### src/cfs_pkg.sv
// shared constants and types for the small cholesky factor block
package cfs_pkg;

  localparam int MAX_SIZE    = 3;
  localparam int FRAC_BITS   = 16;
  localparam int STORE_DEPTH = (MAX_SIZE * (MAX_SIZE + 1)) / 2;
  localparam int IDX_W       = $clog2(MAX_SIZE);
  localparam int CNT_W       = $clog2(STORE_DEPTH + 1);

  localparam logic [1:0] OP_MUL  = 2'd0;
  localparam logic [1:0] OP_SQRT = 2'd1;
  localparam logic [1:0] OP_DIV  = 2'd2;

  typedef struct packed {
    logic               start;
    logic [1:0]         op;
    logic signed [63:0] opa;
    logic signed [31:0] opb;
  } alu_req_t;

  typedef struct packed {
    logic               done;
    logic signed [63:0] value;
  } alu_rsp_t;

endpackage

### src/cfs_alu.sv
// shared iterative unit: q multiply, bitwise square root and restoring divide
module cfs_alu
  import cfs_pkg::*;
(
  input  logic     clk,
  input  logic     rst,
  input  alu_req_t req,
  output alu_rsp_t rsp
);

  localparam logic [2:0] A_IDLE = 3'd0;
  localparam logic [2:0] A_MUL  = 3'd1;
  localparam logic [2:0] A_SQRT = 3'd2;
  localparam logic [2:0] A_DIV  = 3'd3;
  localparam logic [2:0] A_FIN  = 3'd4;

  localparam logic signed [63:0] POS_MAX = 64'sh0000_0000_7FFF_FFFF;
  localparam logic signed [63:0] NEG_MAX = -64'sh0000_0000_8000_0000;

  logic [2:0]         state;
  logic [5:0]         cnt;
  logic               neg;
  logic               is_div;
  logic [63:0]        prod;
  logic [63:0]        rad;
  logic [34:0]        rem;
  logic [63:0]        quo;
  logic [31:0]        den;
  logic               done;
  logic signed [63:0] value;

  logic [31:0] mag_x, mag_y;
  logic [63:0] mag_a;
  logic [34:0] srem_sh, trial;
  logic [34:0] drem_sh;
  logic [63:0] prod_sh;

  assign mag_x   = req.opa[31] ? (~req.opa[31:0] + 32'd1) : req.opa[31:0];
  assign mag_y   = req.opb[31] ? (~req.opb + 32'd1) : req.opb;
  assign mag_a   = req.opa[63] ? (~req.opa + 64'd1) : req.opa;
  assign srem_sh = {rem[32:0], rad[63:62]};
  assign trial   = {1'b0, quo[31:0], 2'b01};
  assign drem_sh = {rem[33:0], rad[63]};
  assign prod_sh = prod >> FRAC_BITS;

  always_ff @(posedge clk) begin
    if (rst) begin
      state <= A_IDLE;
      done  <= 1'b0;
    end else begin
      done <= 1'b0;
      case (state)
        A_IDLE: begin
          if (req.start) begin
            case (req.op)
              OP_MUL: begin
                prod  <= 64'(mag_x) * 64'(mag_y);
                neg   <= req.opa[31] ^ req.opb[31];
                state <= A_MUL;
              end
              OP_SQRT: begin
                rad    <= req.opa << FRAC_BITS;
                rem    <= '0;
                quo    <= '0;
                cnt    <= 6'd31;
                is_div <= 1'b0;
                state  <= A_SQRT;
              end
              default: begin
                rad    <= mag_a << FRAC_BITS;
                rem    <= '0;
                quo    <= '0;
                den    <= req.opb;
                neg    <= req.opa[63];
                cnt    <= 6'd63;
                is_div <= 1'b1;
                state  <= A_DIV;
              end
            endcase
          end
        end
        A_MUL: begin
          value <= neg ? -$signed(prod_sh) : $signed(prod_sh);
          done  <= 1'b1;
          state <= A_IDLE;
        end
        A_SQRT: begin
          // two radicand bits per step, one root bit out
          if (srem_sh >= trial) begin
            rem <= srem_sh - trial;
            quo <= {quo[62:0], 1'b1};
          end else begin
            rem <= srem_sh;
            quo <= {quo[62:0], 1'b0};
          end
          rad <= rad << 2;
          cnt <= cnt - 6'd1;
          if (cnt == 6'd0) state <= A_FIN;
        end
        A_DIV: begin
          if (drem_sh >= {3'b000, den}) begin
            rem <= drem_sh - {3'b000, den};
            quo <= {quo[62:0], 1'b1};
          end else begin
            rem <= drem_sh;
            quo <= {quo[62:0], 1'b0};
          end
          rad <= rad << 1;
          cnt <= cnt - 6'd1;
          if (cnt == 6'd0) state <= A_FIN;
        end
        A_FIN: begin
          if (!is_div) begin
            value <= quo[31] ? POS_MAX : $signed({32'd0, quo[31:0]});
          end else if (|quo[63:31]) begin
            value <= neg ? NEG_MAX : POS_MAX;
          end else begin
            value <= neg ? -$signed(quo) : $signed(quo);
          end
          done  <= 1'b1;
          state <= A_IDLE;
        end
        default: state <= A_IDLE;
      endcase
    end
  end

  assign rsp.done  = done;
  assign rsp.value = value;

endmodule

### src/cholesky_factor_small.sv
// top level: loads the upper triangle, sequences the factor steps, emits results
//
// usage: write matrix_size on the cfg channel (cfg_valid/cfg_ready/cfg_data); cfg_ready
// is high only in the load phase, where a cfg word wins over an entry in the same cycle.
// 0 or 1 acts as two, and a write discards any partial load. Then send the upper
// triangle entries, row-major, on in_valid/in_ready/entry_value, one word a cycle while
// in_ready is high. After the last entry in_ready drops and one shared unit works
// through the factor: each entry takes a multiply per earlier row, then a square root
// on the diagonal or a divide elsewhere, one request at a time. Results come out on
// out_valid/out_ready, one word per accepted transfer, in row-major order of R with
// row, col and last; a non-positive pivot gives a single word with failed and last
// set. A stalled receiver simply holds the block in the emit phase; loading resumes
// once the last word is taken. Reset (rst, synchronous) sets the size to three and
// empties the load.
module cholesky_factor_small
  import cfs_pkg::*;
(
  input  logic               clk,
  input  logic               rst,
  input  logic               cfg_valid,
  output logic               cfg_ready,
  input  logic [1:0]         cfg_data,
  input  logic               in_valid,
  output logic               in_ready,
  input  logic signed [31:0] entry_value,
  output logic               out_valid,
  input  logic               out_ready,
  output logic signed [31:0] factor_value,
  output logic [1:0]         row,
  output logic [1:0]         col,
  output logic               failed,
  output logic               last
);

  localparam logic [2:0] S_LOAD     = 3'd0;
  localparam logic [2:0] S_READ     = 3'd1;
  localparam logic [2:0] S_CHK      = 3'd2;
  localparam logic [2:0] S_MUL_WAIT = 3'd3;
  localparam logic [2:0] S_OP_WAIT  = 3'd4;
  localparam logic [2:0] S_EMIT     = 3'd5;

  logic [2:0]             state;
  logic [1:0]             msize;
  logic [CNT_W-1:0]       load_count;
  logic signed [31:0]     store [STORE_DEPTH];
  logic signed [31:0]     r [MAX_SIZE][MAX_SIZE];
  logic [IDX_W-1:0]       ci, cj, ck, oi, oj;
  logic [CNT_W-1:0]       t;
  logic signed [63:0]     sum;
  logic                   fail;

  logic [IDX_W-1:0] nm1;
  logic [CNT_W-1:0] need;
  logic             do_mul, pivot_bad;
  alu_req_t         req;
  alu_rsp_t         rsp;

  always_comb begin
    logic [2:0] n;
    n = {1'b0, msize};
    if (n < 3'd2) n = 3'd2;
    if (n > 3'(MAX_SIZE)) n = 3'(MAX_SIZE);
    nm1  = IDX_W'(n - 3'd1);
    need = CNT_W'(({1'b0, n} * ({1'b0, n} + 4'd1)) >> 1);
  end

  assign do_mul    = ck < ci;
  assign pivot_bad = (ci == cj) && (sum <= 64'sd0);

  always_comb begin
    req.start = (state == S_CHK) && (do_mul || !pivot_bad);
    if (do_mul) begin
      req.op  = OP_MUL;
      req.opa = 64'(r[ck][ci]);
      req.opb = r[ck][cj];
    end else begin
      req.op  = (ci == cj) ? OP_SQRT : OP_DIV;
      req.opa = sum;
      req.opb = r[ci][ci];
    end
  end

  cfs_alu u_alu (
    .clk (clk),
    .rst (rst),
    .req (req),
    .rsp (rsp)
  );

  assign cfg_ready    = (state == S_LOAD);
  assign in_ready     = (state == S_LOAD) && !cfg_valid;
  assign out_valid    = (state == S_EMIT);
  assign factor_value = fail ? 32'sd0 : r[oi][oj];
  assign row          = 2'(oi);
  assign col          = 2'(oj);
  assign failed       = fail;
  assign last         = fail || ((oi == nm1) && (oj == nm1));

  always_ff @(posedge clk) begin
    if (rst) begin
      state      <= S_LOAD;
      msize      <= 2'd3;
      load_count <= '0;
      fail       <= 1'b0;
    end else begin
      case (state)
        S_LOAD: begin
          if (cfg_valid) begin
            msize      <= cfg_data;
            load_count <= '0;
          end else if (in_valid) begin
            store[load_count] <= entry_value;
            if (load_count == need - CNT_W'(1)) begin
              load_count <= '0;
              ci         <= '0;
              cj         <= '0;
              t          <= '0;
              state      <= S_READ;
            end else begin
              load_count <= load_count + CNT_W'(1);
            end
          end
        end
        S_READ: begin
          sum   <= 64'(store[t]);
          ck    <= '0;
          state <= S_CHK;
        end
        S_CHK: begin
          if (do_mul) begin
            state <= S_MUL_WAIT;
          end else if (pivot_bad) begin
            fail  <= 1'b1;
            oi    <= ci;
            oj    <= ci;
            state <= S_EMIT;
          end else begin
            state <= S_OP_WAIT;
          end
        end
        S_MUL_WAIT: begin
          if (rsp.done) begin
            sum   <= sum - rsp.value;
            ck    <= ck + IDX_W'(1);
            state <= S_CHK;
          end
        end
        S_OP_WAIT: begin
          if (rsp.done) begin
            r[ci][cj] <= rsp.value[31:0];
            t         <= t + CNT_W'(1);
            state     <= S_READ;
            if (cj == nm1) begin
              if (ci == nm1) begin
                fail  <= 1'b0;
                oi    <= '0;
                oj    <= '0;
                state <= S_EMIT;
              end else begin
                ci <= ci + IDX_W'(1);
                cj <= ci + IDX_W'(1);
              end
            end else begin
              cj <= cj + IDX_W'(1);
            end
          end
        end
        S_EMIT: begin
          if (out_ready) begin
            if (last) begin
              state <= S_LOAD;
            end else if (oj == nm1) begin
              oi <= oi + IDX_W'(1);
              oj <= oi + IDX_W'(1);
            end else begin
              oj <= oj + IDX_W'(1);
            end
          end
        end
        default: state <= S_LOAD;
      endcase
    end
  end

  // no loading while results are pending
  a_no_overlap: assert property (@(posedge clk) disable iff (rst) out_valid |-> !in_ready)
    else $error("input accepted while results pending");

  // a failed word is always the final one and carries a zero value
  a_fail_last: assert property (@(posedge clk) disable iff (rst)
      (out_valid && failed) |-> (last && factor_value == 32'sd0 && row == col))
    else $error("failed word malformed");

  // only the upper triangle is emitted
  a_upper: assert property (@(posedge clk) disable iff (rst) out_valid |-> (col >= row))
    else $error("lower triangle entry emitted");

  // the unit answers only while a step waits for it
  a_done_wait: assert property (@(posedge clk) disable iff (rst)
      rsp.done |-> (state == S_MUL_WAIT || state == S_OP_WAIT))
    else $error("unit result with no step waiting");

endmodule

### config.mk
export PLATFORM = sky130hd
export DESIGN_NAME = cholesky_factor_small
export DESIGN_NICKNAME = d
export VERILOG_FILES = /design/src/cfs_pkg.sv /design/src/cfs_alu.sv /design/src/cholesky_factor_small.sv
export SDC_FILE = /design/constraint.sdc
export NUM_CORES = 2
export LEC_CHECK = 0
export ABC_AREA = 1
export BUFFER_PORTS_ARGS = -buffer_cell sky130_fd_sc_hd__buf_2
export CAP_MARGIN = 20
export CORE_ASPECT_RATIO = 1.4
export CORE_UTILIZATION = 35
export DETAILED_ROUTE_END_ITERATION = 8
export SLEW_MARGIN = 20
export SYNTH_ARGS = -nofsm -noshare
export SYNTH_HDL_FRONTEND = slang
export SYNTH_SLANG_ARGS = --single-unit
### constraint.sdc
create_clock -name clk -period 20 [get_ports clk]
set_input_delay 4 -clock clk [delete_from_list [all_inputs] [get_ports clk]]
set_output_delay 4 -clock clk [all_outputs]
set_load 0.005 [all_outputs]
## Yosys cells after proc, flatten, opt, wreduce, memory -nomap -nowiden

Memories as Yosys holds them, arrays and structs flattened. A register that Yosys moved wholly into a read port is not among the register bits.
Cells that the tools add are included.

- Add/sub/neg operators: 19
- $mul: 2
- Magnitude comparators: 10
- Eq/ne operators: 34
- Mux-type cells: 118
- Bitwise logic cells: 11
- Reductions and logical operators: 43

Operator list:

| kind | count |
|---|---|
| $mux W64 | 9 |
| $mux W32 | 12 |
| $pmux W64 S2 | 3 |
| $pmux W64 S3 | 2 |
| $bmux W32 S2 | 4 |
| $mux W34 | 4 |
| $pmux W34 S3 | 1 |
| $mux W98 | 1 |
| $mux W96 | 1 |
| $add A32 B1 Y32 const B | 2 |
| $demux W32 S2 | 1 |
| $le A64 B1 Y1 const B | 1 |
| $mul A32 B32 Y64 | 1 |
| $neg A48 Y64 | 1 |
| $neg A64 Y64 | 1 |
| $not A32 Y32 | 2 |
| $sub A64 B64 Y64 | 1 |
| $mux W3 | 20 |
| $mux W2 | 26 |
| $add A48 B1 Y48 const B | 1 |
| $mux W48 | 1 |
| $not A48 Y48 | 1 |
| $ge A35 B32 Y1 | 1 |
| $ge A35 B34 Y1 | 1 |
| other kinds (53) | 139 |

- Flip-flop bits (word level): 420
- Bits in writable memories: 480
- Input bits: 39
- Output and inout bits: 41
- Memories: 2

Memory list:

| memory | depth | width | rd ports | clocked after memory_dff | write ports | line | source |
|---|---|---|---|---|---|---|---|
| r | 3 | 96 | 3 | 3 | 1 | cholesky_factor_small.sv:46 | `logic signed [31:0] r [MAX_SIZE][MAX_SIZE];` |
| store | 6 | 32 | 1 | 1 | 1 | cholesky_factor_small.sv:45 | `logic signed [31:0] store [STORE_DEPTH];` |

## Depth between registers and ports, before layout

- Depth after elaboration: 13
- Gate-level depth with buffers: 52
- Depth with buffers taken out: 50

## Cells and area by module

Synthesis repeated with hierarchy kept, for this count alone.

- Cell total of the unflattened synthesis: 11927
- Area, all modules: 91494.0 um2

By module, submodules not included:

| module | times used | cells an instance | area each (um2) | sequential area each (um2) |
|---|---|---|---|---|
| cfs_alu | 1 | 7408 | 56286.5 | 9028.7 |
| cholesky_factor_small | 1 | 4519 | 35207.5 | 17086.4 |

## Least setup slack after synthesis

No wires, ideal clock.

- Path type: input port to flip-flop
- From: input rst
- To: register u_alu.quo[0] (enable)
- Setup time: 882 ps
- Arrival: 15316 ps
- Required time: 19118 ps
- Slack: 3803 ps
- Cell stages on the path: 5
- Path buffers: 2
- Cells stage by stage: clkbuf_1 > inv_1 > clkbuf_1 > o21ai_0 > a221oi_1

- Word-level cells in the longest chain between the ends: 2

Ends and longest elaborated chain:

| element | line | source |
|---|---|---|
| start: declaration | cholesky_factor_small.sv:19 | `input logic rst,` |
| $not A1 Y1 (no line) | -- |  |
| $reduce_and A4 Y1 (no line) | -- |  |
| end signal: assignment | cfs_alu.sv:91 | `quo <= {quo[62:0], 1'b1};` |
| end signal: assignment | cfs_alu.sv:94 | `quo <= {quo[62:0], 1'b0};` |
| end signal: assignment | cfs_alu.sv:103 | `quo <= {quo[62:0], 1'b1};` |
| end: declaration | cfs_alu.sv:27 | `logic [63:0] quo;` |

No other way between the ends.
A chain may end at the register's enable or synchronous reset.

## Worst setup path after layout

- From: register ci[1]
- To: register u_alu.prod[61] (data pin)

- Word-level cells in the longest chain between the ends: 9

Ends and longest elaborated chain:

| element | line | source |
|---|---|---|
| start: declaration | cholesky_factor_small.sv:47 | `logic [IDX_W-1:0] ci, cj, ck, oi, oj;` |
| start signal: assignment | cholesky_factor_small.sv:160 | `ci <= ci + IDX_W'(1);` |
| $not A2 Y3 (implied by the code) | cholesky_factor_small.sv:74, cholesky_factor_small.sv:79 |  |
| $bmux W32 S2, on equally long branches | cholesky_factor_small.sv:74, cholesky_factor_small.sv:79 |  |
| $mux W32, on equally long branches (2 in a row) | cholesky_factor_small.sv:74, cholesky_factor_small.sv:79 |  |
| $mux W98 * | cholesky_factor_small.sv:72 | `if (do_mul) begin` |
| $not A32 Y32, on equally long branches | cfs_alu.sv:38, cfs_alu.sv:39 |  |
| $add A32 B1 Y32, on equally long branches | cfs_alu.sv:38, cfs_alu.sv:39 |  |
| $mux W32, on equally long branches | cfs_alu.sv:38, cfs_alu.sv:39 |  |
| $mul A32 B32 Y64 * | cfs_alu.sv:57 | `prod <= 64'(mag_x) * 64'(mag_y);` |
| end signal: assignment | cfs_alu.sv:57 |  |
| end: declaration | cfs_alu.sv:24 | `logic [63:0] prod;` |

Mark *: on every way between the ends. The rest lies on a longest branch, timed or not. The select of a mux whose other input is x is not followed.

==> flow_summary.html <==
<table>
<tr><th>Metric</th><th>Value</th></tr>
<tr><th colspan="2">Status</th></tr>
<tr><td>Run status</td><td>complete, no violations</td></tr>
<tr><th colspan="2">Detailed routing</th></tr>
<tr><td>Initial detailed-routing violation count</td><td>7656</td></tr>
<tr><td>DR WL/cell</td><td>approximately 25 µm</td></tr>
<tr><td>First-pass DRT Iterations</td><td>8</td></tr>
<tr><td>Detailed-route via count</td><td>76882</td></tr>
<tr><td>Antenna-violating nets left</td><td>0</td></tr>
<tr><td>Routed WL</td><td>around 350000 µm</td></tr>
<tr><td>Via-to-Cell Ratio</td><td>5.50</td></tr>
<tr><td>Final routed DRC violation total</td><td>0</td></tr>
<tr><th colspan="2">STA</th></tr>
<tr><td>RSZ-0062 raised after global routing</td><td>false</td></tr>
<tr><td>Number of failing setup endpoints in the final timing report</td><td>0</td></tr>
<tr><td>Final critical-path share of the clock period</td><td>0.663</td></tr>
<tr><td>Fin. Hold Viols</td><td>0</td></tr>
<tr><td>Setup TNS</td><td>0 ps</td></tr>
<tr><td>Max Clock Skew</td><td>between 50 and 60 ps</td></tr>
<tr><td>Post-layout worst setup margin</td><td>6750 ps</td></tr>
<tr><td>Total count of max-transition violations in the final report</td><td>0</td></tr>
<tr><td>Transition time at the pin with the least slew margin</td><td>1310 ps</td></tr>
<tr><td>Highest achievable clock rate</td><td>0.0755 GHz</td></tr>
<tr><td>Minimum clock period</td><td>13250 ps</td></tr>
<tr><td>Headroom to the max-slew limit</td><td>0.120</td></tr>
<tr><th colspan="2">Hold path</th></tr>
<tr><td>Worst Hold Class</td><td>reg2reg</td></tr>
<tr><td>Number of cells on the worst hold path</td><td>2</td></tr>
<tr><td>Launch instance of the worst min-delay path</td><td>msize[1]</td></tr>
<tr><td>Hold Path End</td><td>msize[1]</td></tr>
<tr><th colspan="2">Layout</th></tr>
<tr><td>Final nets</td><td>between 10000 and 15000</td></tr>
<tr><td>Fill cell instance count of the final layout</td><td>approximately 26000</td></tr>
<tr><td>Total area of sequential cells</td><td>between 20000 and 30000 µm²</td></tr>
<tr><td>Share of final-layout standard cells stronger than drive strength 1</td><td>0.0514</td></tr>
<tr><td>Final Non-Filler Cells</td><td>13989</td></tr>
<tr><td>Area growth syn-to-layout</td><td>7.77%</td></tr>
<tr><td>Area of the multi-input gates</td><td>52700 µm²</td></tr>
<tr><th colspan="2">Synth</th></tr>
<tr><td>Net count after synthesis</td><td>12124</td></tr>
<tr><td>Mean Syn Cell Area</td><td>between 8 and 9 µm²</td></tr>
<tr><td>Distinct cell type count after synthesis</td><td>66</td></tr>
<tr><td>Count of state elements after synthesis</td><td>877</td></tr>
<tr><td>Top FF cell, synth</td><td>sky130_fd_sc_hd__edfxtp_1</td></tr>
<tr><td>Netlist area before placement</td><td>87600 µm²</td></tr>
<tr><td>Fraction of synthesized cell area taken by the top area cell type</td><td>0.293</td></tr>
<tr><td>Cells taking the most area after synthesis</td><td>sky130_fd_sc_hd__edfxtp_1 (29%), sky130_fd_sc_hd__fa_1 (20%), sky130_fd_sc_hd__nand2_1 (9.2%), sky130_fd_sc_hd__inv_1 (7.6%), sky130_fd_sc_hd__ha_1 (5.8%)</td></tr>
<tr><td>Seq/Total Area, Yosys</td><td>0.298</td></tr>
<tr><td>Fraction of synthesis flops using an asynchronous set or reset pin</td><td>0</td></tr>
<tr><td>Number of synthesized flops with an enable pin</td><td>855</td></tr>
<tr><td>Number of standard cells after synthesis</td><td>10783</td></tr>
<tr><td>Warnings from Yosys</td><td>0</td></tr>
<tr><td>Dominant cell type by area after synthesis</td><td>sky130_fd_sc_hd__edfxtp_1</td></tr>
<tr><th colspan="2">Clock network</th></tr>
<tr><td>Total setup buffers inserted after CTS</td><td>0</td></tr>
<tr><td>Hold buffers post-CTS</td><td>0</td></tr>
<tr><td>TritonCTS clock tree</td><td>yes</td></tr>
<tr><td>Number of levels the H-tree was split into</td><td>3</td></tr>
<tr><td>Clock tree sinks</td><td>877</td></tr>
<tr><td>Cell at the root of the clock tree</td><td>sky130_fd_sc_hd__clkbuf_16</td></tr>
<tr><td>Number of buffers added by the clock tree synthesis step</td><td>roughly 90</td></tr>
<tr><td>Max clock buf depth</td><td>3</td></tr>
<tr><td>Number of gates resized after cts</td><td>0</td></tr>
<tr><td>Clk Latency, worst-skew pair</td><td>720 ps</td></tr>
<tr><td>Clock-pin transition on the worst setup and hold timing paths</td><td>approximately 70 ps</td></tr>
<tr><th colspan="2">Global routing</th></tr>
<tr><td>Gr usage total</td><td>0.272</td></tr>
<tr><td>Global-route wire length before repair</td><td>505000 µm</td></tr>
<tr><td>Met2 track demand over resource</td><td>0.448</td></tr>
<tr><td>Global-route met3 utilization</td><td>0.0414</td></tr>
<tr><td>Initial antenna violation count</td><td>9</td></tr>
<tr><td>GR met1 Demand/Resource</td><td>0.302</td></tr>
<tr><td>Maximum number of pins on one net before global-route repair</td><td>123</td></tr>
<tr><td>Total congestion overflow after global routing</td><td>0</td></tr>
<tr><td>Routing layer with the top usage in global route</td><td>met2</td></tr>
<tr><td>Vias in the first global route</td><td>76535</td></tr>
<tr><th colspan="2">Setup path</th></tr>
<tr><td>Worst reg2reg path depth</td><td>43</td></tr>
<tr><td>Crit path largest cell delay</td><td>~800 ps</td></tr>
<tr><td>Slowest CP cell</td><td>sky130_fd_sc_hd__inv_4</td></tr>
<tr><td>Worst reg2reg path endpoint</td><td>u_alu.prod[61]</td></tr>
<tr><td>R2R setup slack</td><td>6750 ps</td></tr>
<tr><td>Critical path class</td><td>reg2reg</td></tr>
<tr><td>Critical path startpoint category</td><td>flop</td></tr>
<tr><td>Reg-to-Reg Start</td><td>ci[1]</td></tr>
<tr><td>Element type at the critical path end</td><td>flop</td></tr>
<tr><td>Worst endpoint required time</td><td>about 20000 ps</td></tr>
<tr><td>Data arrival time of the critical path</td><td>13720 ps</td></tr>
<tr><td>Crit Path Max Fanout</td><td>78</td></tr>
<tr><th colspan="2">Die</th></tr>
<tr><td>DIE AREA</td><td>roughly 250000 µm²</td></tr>
<tr><td>Number of top-level design ports</td><td>80</td></tr>
<tr><td>DIE WIDTH</td><td>425 µm</td></tr>
<tr><td>Standard cell core area</td><td>249000 µm²</td></tr>
<tr><td>Initial core utilization</td><td>0.352</td></tr>
<tr><td>Total number of placement rows</td><td>217</td></tr>
<tr><td>Die height</td><td>594 µm</td></tr>
<tr><th colspan="2">Flow run</th></tr>
<tr><td>Max Cap Violations</td><td>0</td></tr>
<tr><th colspan="2">Place</th></tr>
<tr><td>DPL Wire Length</td><td>between 200000 and 300000 µm</td></tr>
<tr><td>Instance count after placement with tap cells included</td><td>approximately 14000</td></tr>
<tr><td>Weighted congestion at the end of routability-driven global placement</td><td>1.01</td></tr>
<tr><td>Number of buffer cells added on primary ports</td><td>79</td></tr>
<tr><td>Setup slack after placement</td><td>7030 ps</td></tr>
</table>
## how the worst max path moves through the flow
| stage | startpoint | to | slack, ps | cells after the start |
|---|---|---|---|---|
| after floorplan | rst | u_alu.quo[0] | 3800 | 5 |
| after global placement | ci[1] | u_alu.prod[61] | 7030 | 43 |
| after detailed placement | ci[1] | u_alu.prod[61] | 7030 | 43 |
| after CTS | ci[1] | u_alu.prod[61] | 6980 | 43 |
| after global routing | ci[1] | u_alu.prod[61] | 6310 | 44 |
| final | ci[1] | u_alu.prod[61] | 6750 | 43 |
## Yosys cell counts, drive strengths merged, types with 3 or more instances
library cell	n
and3	11
a31oi	55
edfxtp	855
o211ai	92
a21o	26
xor2	98
dfxtp	22
nand3	375
a32oi	6
o22ai	41
o221ai	24
xnor2	70
fa	897
nand2	2154
nand4	59
ha	405
o31ai	13
a221oi	9
nand3b	24
mux2i	4
a21boi	7
o32ai	31
clkinv	17
clkbuf	250
o21a	38
or2	14
a22oi	52
nor2	1350
o21ai	797
nor3b	3
nor4	47
inv	1818
o21bai	41
a21oi	740
buf	225
a211oi	9
nor3	86
o2111ai	3
## area by class of cell
cell class / instances / area share
Inverter: 1835 / 0.0730
Clock buffer: 103 / 0.0246
Timing Repair Buffer: 227 / 0.0161
Multi-Input combinational cell: 7596 / 0.558
Sequential cell: 877 / 0.277
Clock inverter: 62 / 0.00807
Antenna cell: 4 / 0.000106
Tap cell: 3285 / 0.0435
## cells in the final DEF, fill, tap and decap left out, drive strengths merged, types with 227 or more instances in the layout
master / Yosys / final
ha: 405 / 405
a21oi: 740 / 740
o21ai: 797 / 797
fa: 897 / 897
nand3: 375 / 375
nor2: 1350 / 1350
edfxtp: 855 / 855
buf: 225 / 227
nand2: 2154 / 2154
inv: 1818 / 1827
## per-layer routing
layer,wire [µm],vias to the layer above
li1,-,34390
met5,53,-
met4,37800,8
met2,162000,3798
met3,25900,1257
met1,121000,37429
## critical path: cells and delay by family (launching register included)
| family | cells | cell delay, ps |
|---|---|---|
| flops | 1 | 540 |
| buf+inv | 11 | 3270 |
| fa+ha+maj | 10 | 4810 |
| simple gates | 13 | 2190 |
| xor+xnor | 1 | 200 |
| compound gates | 8 | 1900 |
## state kept, by name (all words and copies together), names as in the netlist, 3 cells and up, named ones only
register / flops
u_alu.quo: 64
state: 3
u_alu.rem: 34
u_alu.state: 3
sum: 64
store: 192
t: 3
u_alu.cnt: 6
u_alu.prod: 48
r: 288
u_alu.value: 64
u_alu.den: 32
load_count: 3
u_alu.rad: 48
## metrics by stage
step            util  instance area (µm²)  hold WS, ps
6_report       0.379                94500          456
5_1_grt        0.379                94500          497
4_1_cts        0.379                94500          464
3_5_place_dp   0.367                91400          451
3_3_place_gp   0.367                91400          442
2_1_floorplan      -                87600          429
## cell families after synthesis
family	share of synthesized area
flops	0.298
simple gates	0.190
mux	0.000500
compound gates	0.128
xor+xnor	0.0170
buf+inv	0.104
fa+ha+maj	0.263
Power is left out: the tool's default activity adds up to more than one toggle a clock period on the data nets, which glitch-free logic cannot reach.
